===== src/rtl/tcs_ram.sv =====
module tcs_ram #(
  parameter int unsigned Width = 32,
  parameter int unsigned Depth = 64
) (
  input  logic                     clk_i,
  input  logic                     we_i,
  input  logic [$clog2(Depth)-1:0] waddr_i,
  input  logic [Width-1:0]         wdata_i,
  input  logic                     re_i,
  input  logic [$clog2(Depth)-1:0] raddr_i,
  output logic [Width-1:0]         rdata_o
);

  logic [Width-1:0] mem [Depth];
  logic [Width-1:0] rdata_q;

  always_ff @(posedge clk_i) begin
    if (we_i) begin
      mem[waddr_i] <= wdata_i;
    end
    if (re_i) begin
      rdata_q <= mem[raddr_i];
    end
  end

  assign rdata_o = rdata_q;

endmodule


===== config.mk =====
export PLATFORM = sky130hd
export DESIGN_NAME = tcs_ram
export DESIGN_NICKNAME = d
export VERILOG_FILES = /design/src/rtl/tcs_ram.sv
export SDC_FILE = /design/constraint.sdc
export NUM_CORES = 2
export LEC_CHECK = 0
export BUFFER_PORTS_ARGS = -buffer_cell sky130_fd_sc_hd__buf_4
export CORE_ASPECT_RATIO = 0.75
export CORE_MARGIN = 4
export CORE_UTILIZATION = 40
export DETAILED_ROUTE_END_ITERATION = 16
export PLACE_DENSITY_LB_ADDON = 0.08
export SLEW_MARGIN = 40
export SYNTH_ARGS = -nofsm -noshare
export SYNTH_HDL_FRONTEND = slang
export SYNTH_SLANG_ARGS = --single-unit
export TNS_END_PERCENT = 5

===== constraint.sdc =====
create_clock -name clk_i -period 5.24 [get_ports clk_i]
set_input_delay 1.048 -clock clk_i [delete_from_list [all_inputs] [get_ports clk_i]]
set_output_delay 1.048 -clock clk_i [all_outputs]
set_load 0.02 [all_outputs]

## Yosys cells after proc, flatten, opt, wreduce, memory -nomap -nowiden

Memories as Yosys holds them, arrays and structs flattened. A register that Yosys moved wholly into a read port is not among the register bits.
Cells that the tools add are included.

- Multiplexer cells: 2

Operators with widths:

| operator | count |
|---|---|
| $mux W1 | 2 |

- Register bits after elaboration: 0
- Bits in writable memories: 2048
- Bits of input ports: 47
- Output and inout bits: 32
- Logic and storage cells: 3
- Memories: 1

Memory list:

| memory | depth | bits a word | rd ports | clocked after Yosys merged registers in | wr ports | line | source |
|---|---|---|---|---|---|---|---|
| mem | 64 | 32 | 1 | 1 | 1 | 14 | `logic [Width-1:0] mem [Depth];` |

## Longest topological paths before layout

- Depth in word-level cells: 2
- Mapped depth: 10
- Gate-level depth less buffers: 5

## Worst setup path before layout

OpenSTA, ideal clock, no wires.

- Path type: input -> register
- From: input waddr_i[3]
- To: memory mem[48][0] (enable)
- Setup time: 461 ps
- Arrival time: 3747 ps
- Required time: 4779 ps
- Slack: 1032 ps
- Stages on the path: 4
- Path buffers: 1
- Cells stage by stage: clkbuf_1 -> nor2b_1 -> nand4b_1 -> nor3_1

RTL lines:

| element | line | source |
|---|---|---|
| start: declaration | 7 | `input logic [$clog2(Depth)-1:0] waddr_i,` |
| end: declaration | 14 |  |

Straight into the memory's write port.

==> results.py <==
metrics = {
    "placed_design": {
        "io_buffers": 78,
        "dpl.hpwl_um": 130000,
        "dp_slack_ns": 0.607,
        "gp_congestion": 0.766,
    },
    "global_routing": {
        "grtUsageTotal_pct": 22.2,
        "grt_max_degree": 65,
        "grt_pass1_wl_um": 315000,
        "grt_pass1_vias": 38500,
        "gr-total-overflow": 0,
        "antenna_found_initial": 10,
    },
    "routing": {
        "drc": 0,
        "num_vias": 37700,
        "totalWireLength_um": 226000,
        "ant_nets": 0,
        "viasPerCell": 5.88,
        "first_pass_iters": 6,
        "drt_iter0_drc": 4551,
        "wl_per_cell_um": 35.4,
    },
    "cts": {
        "numCtsBuffers": 203,
        "clk_pin_slew_ns": 0.06,
        "htree_levels": 4,
        "cts_hold_buf": 0,
        "root_buffer": "clkbuf_16",
        "clkLatencyLatePin_ns": 0.84,
        "postCtsResizedCells": 0,
        "cts_num_sinks": 2080,
        "cts_tree": "built",
        "cts_max_path_buffers": 3,
        "cts_setup_buffers": 0,
    },
    "floorplan": {
        "die_h_um": 392,
        "die_w_um": 521,
        "die_area_mm2": 0.204,
        "fp-row-count": 140,
        "coreArea_mm2": 0.195,
        "top_level_ports": 79,
        "floorplan.initialDensity_pct": 40.4,
    },
    "cells_and_area": {
        "final_common_cell": "edfxtp_1",
        "fin_nets": 3653,
        "final_layout_size_suffix_gt1_share_pct": 30.4,
        "utilization_pct": 46.5,
        "mostFrequentLayoutCells": "2080 x edfxtp_1, 544 x mux4_2, 211 x clkbuf_16",
        "syn2layout_area_growth_pct": 15.1,
    },
    "sta": {
        "tns_ns": 0,
        "slew_violations": 0,
        "fmax_ghz": 0.268,
        "fin_crit_ns": 3.73,
        "fin_skew_ns": 0.0365,
        "setup_viol": 0,
        "tightest_slew_ns": 0.881,
        "fin_ws_ns": 1.51,
        "finalHoldViolations": 0,
        "finalCritPeriodShare_pct": 71.1,
        "max-slew-margin-rel_pct": 41.3,
        "rsz0062_at_grt": "false",
    },
    "critical_path": {
        "cp.required_ns": 5.79,
        "crit_fanout": 43,
        "critical_path_arrival_ns": 4.28,
        "startpoint_type": "input port",
        "end_kind": "flip-flop",
        "crit_type": "in -> reg",
    },
    "logic_synthesis": {
        "synth_area_mm2": 0.0788,
        "yosysSeqAreaShare_pct": 79.2,
        "yosys_warnings": 0,
        "synthCells": 3324,
        "synth_cell_type_count": 33,
        "synth-seq-cells": 2080,
        "syn-num-nets": 3371,
        "synth.avg_cell_area_um2": 23.7,
    },
    "pwr": {
        "peakVddDrop_mv": 0.303,
        "p_per_area_mw_per_mm2": 381,
        "p_leak_nw": 28.0,
    },
    "run": {
        "maxCapViolCount": 0,
    },
    "hold_path": {
        "hold_class": "in -> reg",
    },
    "status": {
        "status": "completed",
    },
}
## synthesized netlist by cell type
library cell | instances | area [um2]
a21oi_1 | 62 | 310
a22oi_1 | 12 | 90.1
a311oi_1 | 8 | 70.1
a31oi_1 | 1 | 6.26
a41o_1 | 4 | 40.0
and2_1 | 2 | 12.5
and3_1 | 4 | 25.0
buf_1 | 21 | 78.8
buf_2 | 57 | 285
buf_4 | 25 | 188
buf_6 | 5 | 56.3
clkbuf_1 | 74 | 278
edfxtp_1 | 2080 | 62500
mux2i_1 | 93 | 931
mux4_2 | 544 | 12300
nand2_1 | 26 | 97.6
nand2b_1 | 8 | 50.1
nand3_1 | 5 | 25.0
nand3b_1 | 5 | 37.5
nand4_1 | 2 | 12.5
nand4b_1 | 1 | 8.76
nor2_1 | 137 | 514
nor2b_1 | 15 | 93.8
nor3_1 | 7 | 35.0
o221ai_1 | 27 | 236
o22ai_1 | 84 | 526
o32ai_1 | 4 | 35.0
or2_0 | 1 | 6.26
or2_1 | 1 | 6.26
or2_2 | 1 | 6.26
or3_1 | 3 | 18.8
or3b_1 | 2 | 17.5
or3b_2 | 3 | 26.3
## state kept, by name, indices dropped and copies added (netlist names)
signal   flops
mem       2048
rdata_o     32
## path summary, 6_finish.rpt
path                            cells after the start         from     endpoint  slack [ns]
worst max-delay path                                9   raddr_i[1]  rdata_o[18]        1.51
worst min-delay path                                1   wdata_i[9]    mem[3][9]        0.63
worst max register to register                      4   mem[59][7]   rdata_o[7]        2.84
worst min register to register                      4  mem[28][20]  rdata_o[20]        0.86
## kinds of logic (layout without fill, tap and decap cells)
group / count (synthesis) / count (layout) / synth area share, %
DFF: 2080 / 2080 / 79.2
muxes: 637 / 637 / 16.7
and+or+nand+nor: 223 / 223 / 1.26
AOI/OAI and AO/OA: 202 / 202 / 1.67
buffers and inverters: 182 / 630 / 1.12
other: 0 / 6 / 0
## cell type report
| type | instances | area (um2) |
|---|---|---|
| Sequential cell | 2080 | 62500 |
| Fill cell | 16000 | 104000 |
| Timing Repair Buffer | 259 | 2540 |
| Multi-Input combinational cell | 1062 | 16000 |
| Antenna cell | 6 | 15.0 |
| Clock inverter | 117 | 971 |
| Clock buffer | 254 | 5440 |
| Tap cell | 2627 | 3290 |
## stage by stage
step                instances  power [W]  instance area, um2  hold WS (ns)
finish                   6405     0.0346               90700         0.629
global route             6399     0.0357               90700         0.581
CTS                      6391     0.0349               90500         0.699
detailed placement       6020     0.0207               84100         0.865
global placement         6012     0.0207               84000         0.855
floorplan                3324     0.0198               78800         0.750
## worst max-delay path, stage by stage
cell,delay (ns)
buf_8,0.20
buf_16,0.36
buf_4,0.35
buf_12,0.32
mux4_2,0.54
mux2i_1,0.53
nand2_1,0.23
a31oi_1,0.47
nor2_1,0.08
## power by group
part / internal [W] / switching [W]
Sequential: 0.0185 / 0.0000691
Combinational: 0.000660 / 0.00114
Clock: 0.00806 / 0.00618
Total: 0.0272 / 0.00739
## metal layers
layer  vias up  track usage [%]  routed length (um)
li1      14900                -                   -
met1     21100             33.4              102000
met2      1354             35.0              106000
met3       267             3.46               13400
met4         0             4.02                4400
met5         -                0                   0
Power figures use the tool's default switching activity.
