$ cat src/rtl/tcs_pkg.sv
package tcs_pkg;

  localparam int unsigned MaxChannels = 64;
  localparam int unsigned MaxTaps     = 16;
  localparam int unsigned MaxOutLen   = 256;

  localparam int unsigned ChW   = $clog2(MaxChannels);
  localparam int unsigned TapW  = $clog2(MaxTaps);
  localparam int unsigned PosW  = $clog2(MaxOutLen);
  localparam int unsigned WgtAw = 2 * ChW + TapW;
  localparam int unsigned AccAw = ChW + PosW;
  localparam int unsigned AccDepth = 1 << AccAw;
  localparam int unsigned WgtDepth = 1 << WgtAw;

  typedef enum logic [1:0] {
    CMD_WEIGHT = 2'd0,
    CMD_SEED   = 2'd1,
    CMD_SAMPLE = 2'd2,
    CMD_READ   = 2'd3
  } cmd_e;

  typedef enum logic [2:0] {
    REG_IN_PER_GROUP  = 3'd0,
    REG_OUT_PER_GROUP = 3'd1,
    REG_OUT_LENGTH    = 3'd2,
    REG_TAP_COUNT     = 3'd3,
    REG_STRIDE        = 3'd4,
    REG_DILATION      = 3'd5,
    REG_LEFT_PAD      = 3'd6
  } reg_e;

  typedef enum logic [2:0] {
    ST_CLEAR,
    ST_IDLE,
    ST_DIV,
    ST_SETUP,
    ST_FETCH,
    ST_MUL,
    ST_WB,
    ST_READ
  } state_e;

  typedef struct packed {
    logic          start;
    logic [ChW-1:0] dividend;
    logic [ChW:0]  divisor;
  } div_req_t;

  typedef struct packed {
    logic          done;
    logic [ChW-1:0] quotient;
  } div_rsp_t;

endpackage

$ cat src/rtl/tcs_div.sv
module tcs_div
  import tcs_pkg::*;
(
  input  logic     clk_i,
  input  logic     rst_ni,
  input  div_req_t req_i,
  output div_rsp_t rsp_o
);

  logic [ChW-1:0]         rem_q, rem_d;
  logic [ChW-1:0]         quo_q, quo_d;
  logic [ChW-1:0]         num_q, num_d;
  logic [ChW:0]           den_q, den_d;
  logic [$clog2(ChW):0]   cnt_q, cnt_d;
  logic                   busy_q, busy_d;
  logic                   done_q, done_d;
  logic [ChW:0]           trial;

  // one quotient bit per cycle, most significant first
  always_comb begin
    rem_d  = rem_q;
    quo_d  = quo_q;
    num_d  = num_q;
    den_d  = den_q;
    cnt_d  = cnt_q;
    busy_d = busy_q;
    done_d = 1'b0;
    trial  = {rem_q, num_q[ChW-1]};
    if (req_i.start) begin
      rem_d  = '0;
      quo_d  = '0;
      num_d  = req_i.dividend;
      den_d  = req_i.divisor;
      cnt_d  = ($clog2(ChW)+1)'(ChW);
      busy_d = 1'b1;
    end else if (busy_q) begin
      num_d = {num_q[ChW-2:0], 1'b0};
      if (trial >= den_q) begin
        rem_d = ChW'(trial - den_q);
        quo_d = {quo_q[ChW-2:0], 1'b1};
      end else begin
        rem_d = trial[ChW-1:0];
        quo_d = {quo_q[ChW-2:0], 1'b0};
      end
      cnt_d = cnt_q - 1'b1;
      if (cnt_q == ($clog2(ChW)+1)'(1)) begin
        busy_d = 1'b0;
        done_d = 1'b1;
      end
    end
  end

  always_ff @(posedge clk_i or negedge rst_ni) begin
    if (!rst_ni) begin
      busy_q <= 1'b0;
      done_q <= 1'b0;
      cnt_q  <= '0;
    end else begin
      busy_q <= busy_d;
      done_q <= done_d;
      cnt_q  <= cnt_d;
    end
  end

  always_ff @(posedge clk_i) begin
    rem_q <= rem_d;
    quo_q <= quo_d;
    num_q <= num_d;
    den_q <= den_d;
  end

  assign rsp_o.done     = done_q;
  assign rsp_o.quotient = quo_q;

endmodule

$ cat config.mk
export PLATFORM = sky130hd
export DESIGN_NAME = tcs_div
export DESIGN_NICKNAME = d
export VERILOG_FILES = /design/src/rtl/tcs_pkg.sv /design/src/rtl/tcs_div.sv
export SDC_FILE = /design/constraint.sdc
export NUM_CORES = 1
export LEC_CHECK = 0
export BUFFER_PORTS_ARGS = -buffer_cell sky130_fd_sc_hd__clkbuf_2
export CORE_MARGIN = 2
export CORE_UTILIZATION = 44
export DETAILED_ROUTE_END_ITERATION = 6
export GPL_ROUTABILITY_DRIVEN = 0
export SYNTH_ARGS = -nofsm -noshare
export SYNTH_HDL_FRONTEND = slang
export SYNTH_SLANG_ARGS = --single-unit
$ cat constraint.sdc
create_clock -name clk_i -period 2.42 [get_ports clk_i]
set_input_delay 0.484 -clock clk_i [delete_from_list [all_inputs] [get_ports clk_i]]
set_output_delay 0.484 -clock clk_i [all_outputs]
set_load 0.05 [all_outputs]
## Yosys cells after proc, flatten, opt, wreduce, memory -nomap -nowiden

Index checks and enable logic that the tools add are counted.

| word-level totals | value |
|---|---|
| bits in registers | 31 |
| input port bits | 16 |
| output and inout bits | 7 |

| cells by class | value |
|---|---|
| $add $sub $neg | 2 |
| order comparisons | 1 |
| eq/ne operators | 1 |
| multiplexer cells | 12 |
| reduce and logical (&&, ||, !) cells | 1 |

Operators by type and width:

| kind | count |
|---|---|
| 6-bit 2-to-1 mux | 3 |
| 4-bit 2-to-1 mux | 2 |
| 7-bit >= comparator | 1 |
| 1-bit 2-to-1 mux | 7 |
| 6-bit subtractor | 1 |
| 4-bit by 1-bit equality test with 1-bit output (second input constant) | 1 |
| 4-bit by 1-bit subtractor with 4-bit output (second input constant) | 1 |
| 2-bit nonzero test | 1 |

## Depth between registers and ports, before layout

Gate-level depths: netlist (run 1).

| logic depth | value |
|---|---|
| depth in word-level cells | 4 |
| mapped depth | 8 |

## Worst setup path after synthesis (run 1)

Ideal clock, no wire load.

| timing path | value |
|---|---|
| kind | register to register |
| start | reg num_q[5] |
| end | reg rem_q[4] |
| data arrival time | 1.660 ns |
| data required time | 2.334 ns |
| setup slack | 0.674 ns |
| stages on the path, launching flop included | 9 |
| clock period less this slack | 1.746 ns |
| path through | edfxtp_1 > inv_1 > ha_1 > fa_1 > nand2b_1 > a21oi_1 > xor2_1 > mux2i_1 > a211oi_1 |

| between the ends | value |
|---|---|
| cells in the longest elaborated chain, start to end | 2 |

RTL lines:

| item | line | text |
|---|---|---|
| start: declaration | tcs_div.sv:12 | `logic [ChW-1:0] num_q, num_d;` |
| start signal: assignment | tcs_div.sv:68 | `num_q <= num_d;` |
| 6-bit subtractor or 7-bit >= comparator (tied branches) | tcs_div.sv:39, tcs_div.sv:38 |  |
| 6-bit 2-to-1 mux (*) | tcs_div.sv:38 | `if (trial >= den_q) begin` |
| end signal: assignment | tcs_div.sv:66 | `rem_q <= rem_d;` |
| end: declaration | tcs_div.sv:10 | `logic [ChW-1:0] rem_q, rem_d;` |

Mark *: on every way between the ends. The rest lies on a longest branch, timed or not.
A chain may end at the register's enable or synchronous reset.

## Worst setup path after layout (run 1)

Same ends and word-level chain as after synthesis.

==> flow_summary.json, run 1 <==
{
  "cts_hold_buf": 1,
  "grt_pass1_wl_mm": 4.560,
  "cts_tree": "built",
  "slew_headroom_pct": 59.05,
  "cts_num_sinks": 31,
  "post_drt_wl_per_cell_um": 12.35,
  "crit_path_end_kind": "flip-flop",
  "htree_levels": 2,
  "synth_seq_cells": 31,
  "netlist_instances": 144,
  "initial_utilization_pct": 46.55,
  "finalNetCount": 196,
  "clock_latency_ns": 0.33,
  "post-cts-setup-buffers": 0,
  "slowest_stage": "fa_1",
  "synth.area.top_cells": "edfxtp_1 25%, dfxtp_1 15%, dfrtp_1 9.5%",
  "yosys_warnings": 0,
  "core_mm2": 0.003390,
  "cp_max_fo": 2,
  "yosys.cell_types.count": 38,
  "synth_top_area_share_pct": 24.74,
  "ctsResizeCount": 0,
  "viasPerCell": 4.856,
  "io_pins": 23,
  "grt_max_degree": 23,
  "worstSetupStartpointType": "flip-flop",
  "hpwl_mm": 1.871,
  "powerDensity_mw_per_mm2": 716.7,
  "path_cells": "inv_1, ha_1, fa_1, nand2b_1, a21oi_1, xor2_1, mux2i_1, a211oi_1",
  "portBuffers": 22,
  "drtAntennaViolNets": 0,
  "setup_slack_ns": 0.5146,
  "core.rowCount": 21,
  "drc": 0,
  "ys_seq_area_share_pct": 49.48,
  "via_count": 1049,
  "reg2reg_slack_ns": 0.51,
  "ir_drop_mv": 0.4298,
  "rsz0062_at_grt": "false",
  "synth_fp_nets": 171,
  "fin_crit_ns": 1.905,
  "maxCapViolCount": 0,
  "fmax_ghz": 0.5248,
  "dieArea_mm2": 0.004081,
  "synth_area_mm2": 0.001578,
  "setup_violations": 0,
  "hold_viol_final": 0,
  "critPathArrivalTime_ns": 2.15,
  "nFillCells": 314,
  "drive_above_1_share_pct": 24.71,
  "final_common_cell": "clkbuf_2",
  "grt_overflow": 0,
  "cts_inserted_buffers": 5,
  "dr.pass1.iters": 4,
  "drtIter0Drc": 65,
  "final_cell_mix": "22 x clkbuf_2, 19 x nor2_1, 13 x edfxtp_1",
  "routed_wl_mm": 2.668,
  "finalPower_w": 0.001281,
  "hold_class": "primary input to flip-flop",
  "finalCritPeriodShare_pct": 78.73,
  "syn2layout_area_growth_pct": 13.32,
  "die-height_um": 63.88,
  "grt_usage_pct": 14.82,
  "slew_viol_final": 0,
  "tightest_slew_ns": 0.6142,
  "grt_antenna_before_repair": 0,
  "pre_cts_slack_ns": 0.5540,
  "critPathKind": "flip-flop to flip-flop",
  "syn_avg_cell_area_um2": 10.96,
  "cts_buffer_depth": 2,
  "clk_pin_slew_worst_paths_ns": 0.10,
  "static-leakage-power_nw": 0.8395,
  "grt_pass1_vias": 1017,
  "synth.largest_area_cell": "edfxtp_1",
  "outcome": "completed",
  "cts_root_buffer": "clkbuf_4",
  "fin_skew_ns": 0.01389,
  "finalSetupTns_ns": 0,
  "max_stage_delay_ns": 0.41,
  "diodes": 0,
  "crit_required_ns": 2.67,
  "die_w_um": 63.88
}
synthesized netlist by cell type:
cell,instances
ha_1,10
mux2i_1,9
edfxtp_1,13
nor2_1,19
nand4b_1,1
or2_1,1
nor2_2,1
clkbuf_1,2
a21o_2,1
o311ai_1,1
nor4b_1,1
buf_4,4
a21oi_4,1
nor3b_1,2
nor2b_1,2
o21ai_0,2
nand2_1,7
a21oi_1,7
dfxtp_1,12
fa_1,1
a211oi_1,4
and3_1,1
or2_2,1
buf_2,1
or4b_1,1
xnor2_1,3
nand2b_1,3
o21ai_2,2
inv_1,11
o21bai_1,1
xor2_1,2
and2_1,1
a21o_1,1
a221oi_1,1
mux2_2,5
dfrtp_1,6
and2b_1,1
a311oi_1,2
power by group:
group          leakage, nW  total, W  switching, W  internal [W]
logic                0.504  0.000330      0.000183      0.000147
registers            0.301  0.000636     0.0000364      0.000600
clock network       0.0353  0.000315      0.000174      0.000141
worst paths after layout:
path                            endpoint  cells after the start     start
worst max-delay path            rem_q[4]                      8  num_q[5]
worst min-delay path            den_q[4]                      1  req_i[4]
worst max register to register  rem_q[4]                      8  num_q[5]
worst min register to register  rem_q[5]                      2  rem_q[5]
max in group asynchronous         done_q                      2    rst_ni
min in group asynchronous       cnt_q[0]                      2    rst_ni
sequential cells by signal (all words and copies together), names as in the netlist:
name / cells
den_q: 7
num_q: 6
quo_q: 6
rem_q: 6
cnt_q: 4
busy_q: 1
done_q: 1
layer usage:
metal  wire [um]  track usage, %  vias to the layer above  part of all wire [%]
li1            -               -                      548                     -
met1        1232           18.57                      477                    46
met2        1266           23.31                       19                    47
met3         120           5.282                        5                   4.5
met4          49           5.707                        0                   1.8
met5           0               0                        -                     0
worst max-delay path, delay by kind of cell (launching register included):
kind / cells / cell delay (ns)
buffers and inverters: 1 / 0.06
DFF: 1 / 0.36
AOI/OAI and AO/OA: 2 / 0.37
and+or+nand+nor: 1 / 0.17
muxes: 1 / 0.08
adders and majority gates: 2 / 0.62
xor gates and xnor gates: 1 / 0.16
through the flow:
stage                     instances  utilization [%]  instance area [um^2]  hold WS [ns]
after floorplan                 144                -                  1578        0.1884
after global placement          207            50.68                  1718        0.3160
after detailed placement        207            50.68                  1718        0.3205
after CTS                       216            52.75                  1788        0.3156
after global routing            216            52.75                  1788        0.3062
final                           216            52.75                  1788        0.3319
cells by family after synthesis:
group	count (synthesis)	share of synthesized area [%]
buffers and inverters	18	5.313
XOR/XNOR	5	2.776
AO/OA/AOI/OAI	23	10.63
adder cells (fa/ha/maj)	11	9.199
flip-flops	31	49.48
multiplexers	14	9.278
AND/OR/NAND/NOR	42	13.32
area by class of cell:
cell class              count  area (um^2)  share of cell area, %
repair buffers             25        135.1                  7.558
clock buffers               7        55.05                  3.079
well taps                  46        57.56                  3.219
clock inverters             1        5.005                 0.2799
flip-flops and latches     31        780.7                  43.67
inverters                  11        41.29                  2.309
multi-input cells          95        713.2                  39.89
Power figures use the tool's default switching activity.
==> run 2: changes to the inputs <==
==> constraint.sdc (replaced) <==
create_clock -name clk_i -period 1.8 [get_ports clk_i]
set_input_delay 0.36 -clock clk_i [delete_from_list [all_inputs] [get_ports clk_i]]
set_output_delay 0.36 -clock clk_i [all_outputs]
set_load 0.05 [all_outputs]
==> flow_summary.json, run 2 (synthesized netlist as in run 1, its figures left out) <==
{
  "grt_overflow": 0,
  "nFillCells": 312,
  "top_usage_layer": "met2",
  "cts_num_sinks": 31,
  "drtAntennaViolNets": 0,
  "final_cell_mix": "22 x clkbuf_2, 19 x nor2_1, 13 x edfxtp_1",
  "clk_pin_slew_worst_paths_ns": 0.09,
  "finalNetCount": 203,
  "hpwl_mm": 2.045,
  "regMostFlops": "den_q",
  "outcome": "finished with violations",
  "routed_wl_mm": 2.746,
  "worstReg2RegEnd": "rem_q[1]",
  "reg2reg_slack_ns": -0.02,
  "viasPerCell": 4.861,
  "die-height_um": 63.88,
  "clock_latency_ns": 0.32,
  "largest_reg_flops": 7,
  "post-cts-setup-buffers": 0,
  "maxCapViolCount": 0,
  "portBuffers": 22,
  "path_cells": "ha_1, and2b_1, o21ai_2, a21oi_4, or4b_1, o311ai_1",
  "worstSetupStartpointType": "flip-flop",
  "grtUsageMet1_pct": 17.82,
  "max_stage_delay_ns": 0.47,
  "diodes": 0,
  "slowest_stage": "or4b_1",
  "slew_headroom_pct": 74.82,
  "initial_utilization_pct": 46.55,
  "cts_inserted_buffers": 5,
  "timing.hold.ws_ns": 0.2038,
  "cts_root_buffer": "clkbuf_4",
  "tightest_slew_ns": 0.3777,
  "ir_drop_mv": 0.5673,
  "holdPathStages": 1,
  "crit_required_ns": 2.04,
  "powerDensity_mw_per_mm2": 931.0,
  "cts_buffer_depth": 2,
  "reg2reg_from": "den_q[0]",
  "grt_max_degree": 18,
  "rsz0062_at_grt": "true",
  "die_w_um": 63.88,
  "htree_levels": 2,
  "dieArea_mm2": 0.004081,
  "critPathKind": "flip-flop to flip-flop",
  "rr_worst_depth": 6,
  "via_count": 1084,
  "dp_cells": 214,
  "crit_path_end_kind": "flip-flop",
  "finalCritPeriodShare_pct": 100.9,
  "final_common_cell": "clkbuf_2",
  "setup_violations": 1,
  "critPathArrivalTime_ns": 2.06,
  "syn2layout_area_growth_pct": 17.37,
  "slew_viol_final": 0,
  "grt_usage_pct": 15.39,
  "cts_tree": "built",
  "hold_viol_final": 0,
  "fin_cells": 223,
  "min_from": "req_i[4]",
  "violations": "setup timing",
  "setup_slack_ns": -0.01565,
  "drtIter0Drc": 42,
  "path_delay_family": "simple AND/OR/NAND/NOR gates",
  "io_pins": 23,
  "fin_crit_ns": 1.816,
  "static-leakage-power_nw": 0.8621,
  "grt_pass1_wl_mm": 4.754,
  "dr.pass1.iters": 4,
  "core.rowCount": 21,
  "drc": 0,
  "core_mm2": 0.003390,
  "cp_num_buf_inv": 0,
  "cp_max_fo": 10,
  "post_drt_wl_per_cell_um": 12.31,
  "hold_path_end": "den_q[4]",
  "finalPower_w": 0.001724,
  "grt_pass1_vias": 1125,
  "use_met2_pct": 25.39,
  "fin_skew_ns": 0.01082,
  "drive_above_1_share_pct": 29.38,
  "fmax_ghz": 0.5508,
  "grt_antenna_before_repair": 0,
  "hold_class": "primary input to flip-flop",
  "met3_usage_pct": 5.282
}
## run 2: cell count changes in the layout (fill, tap and decap cells not counted), sizes merged
cell,before,now
clkinv,1,0
clkbuf,29,30
buf,2,9
## run 2: what timing repair did
item                                    in CTS  in global routing
hold endpoints to repair                     6                  0
endpoints found under the setup margin       3                  6
hold buffers                                 1                  0
gates resized for setup                      1                  4
pin swaps                                    3                  2
## run 2: worst max-delay path by stage
stage | startpoint | end | cells after the start | slack [ns]
after floorplan | num_q[5] | rem_q[4] | 8 | 0.05
after global placement | num_q[5] | rem_q[4] | 8 | 0.02
after detailed placement | den_q[0] | rem_q[1] | 6 | -0.06
after CTS | den_q[0] | rem_q[1] | 6 | -0.04
after global routing | den_q[0] | rem_q[1] | 6 | -0.12
final | den_q[0] | rem_q[1] | 6 | -0.02
## run 2: layout make-up
class	instances	area, um^2	area share, %
Sequential cell	31	780.7	42.16
Multi-Input combinational cell	95	735.7	39.73
Inverter	11	41.29	2.230
Clock buffer	8	48.80	2.635
Timing Repair Buffer	32	187.7	10.14
Tap cell	46	57.56	3.108
## run 2: per-layer routing
| metal | up-vias | part of all wire (%) |
|---|---|---|
| li1 | 562 | - |
| met1 | 499 | 46 |
| met2 | 18 | 48 |
| met3 | 5 | 3.8 |
| met4 | 0 | 2.1 |
| met5 | - | 0 |
## run 2: stage by stage
| stage | instance area [um^2] | TNS [ns] | setup slack (ns) | utilization (%) |
|---|---|---|---|---|
| floorplan | 1578 | 0 | 0.05438 | - |
| global placement | 1770 | 0 | 0.01837 | 52.23 |
| detailed placement | 1770 | -0.07780 | -0.06448 | 52.23 |
| CTS | 1833 | -0.04350 | -0.04350 | 54.08 |
| global route | 1852 | -0.2925 | -0.1177 | 54.63 |
| finish | 1852 | -0.01565 | -0.01565 | 54.63 |
## run 2: power by group
part | total (W) | internal, W | switching (W)
Clock | 0.000377 | 0.000155 | 0.000221
Sequential | 0.000856 | 0.000807 | 0.0000497
Combinational | 0.000491 | 0.000238 | 0.000253
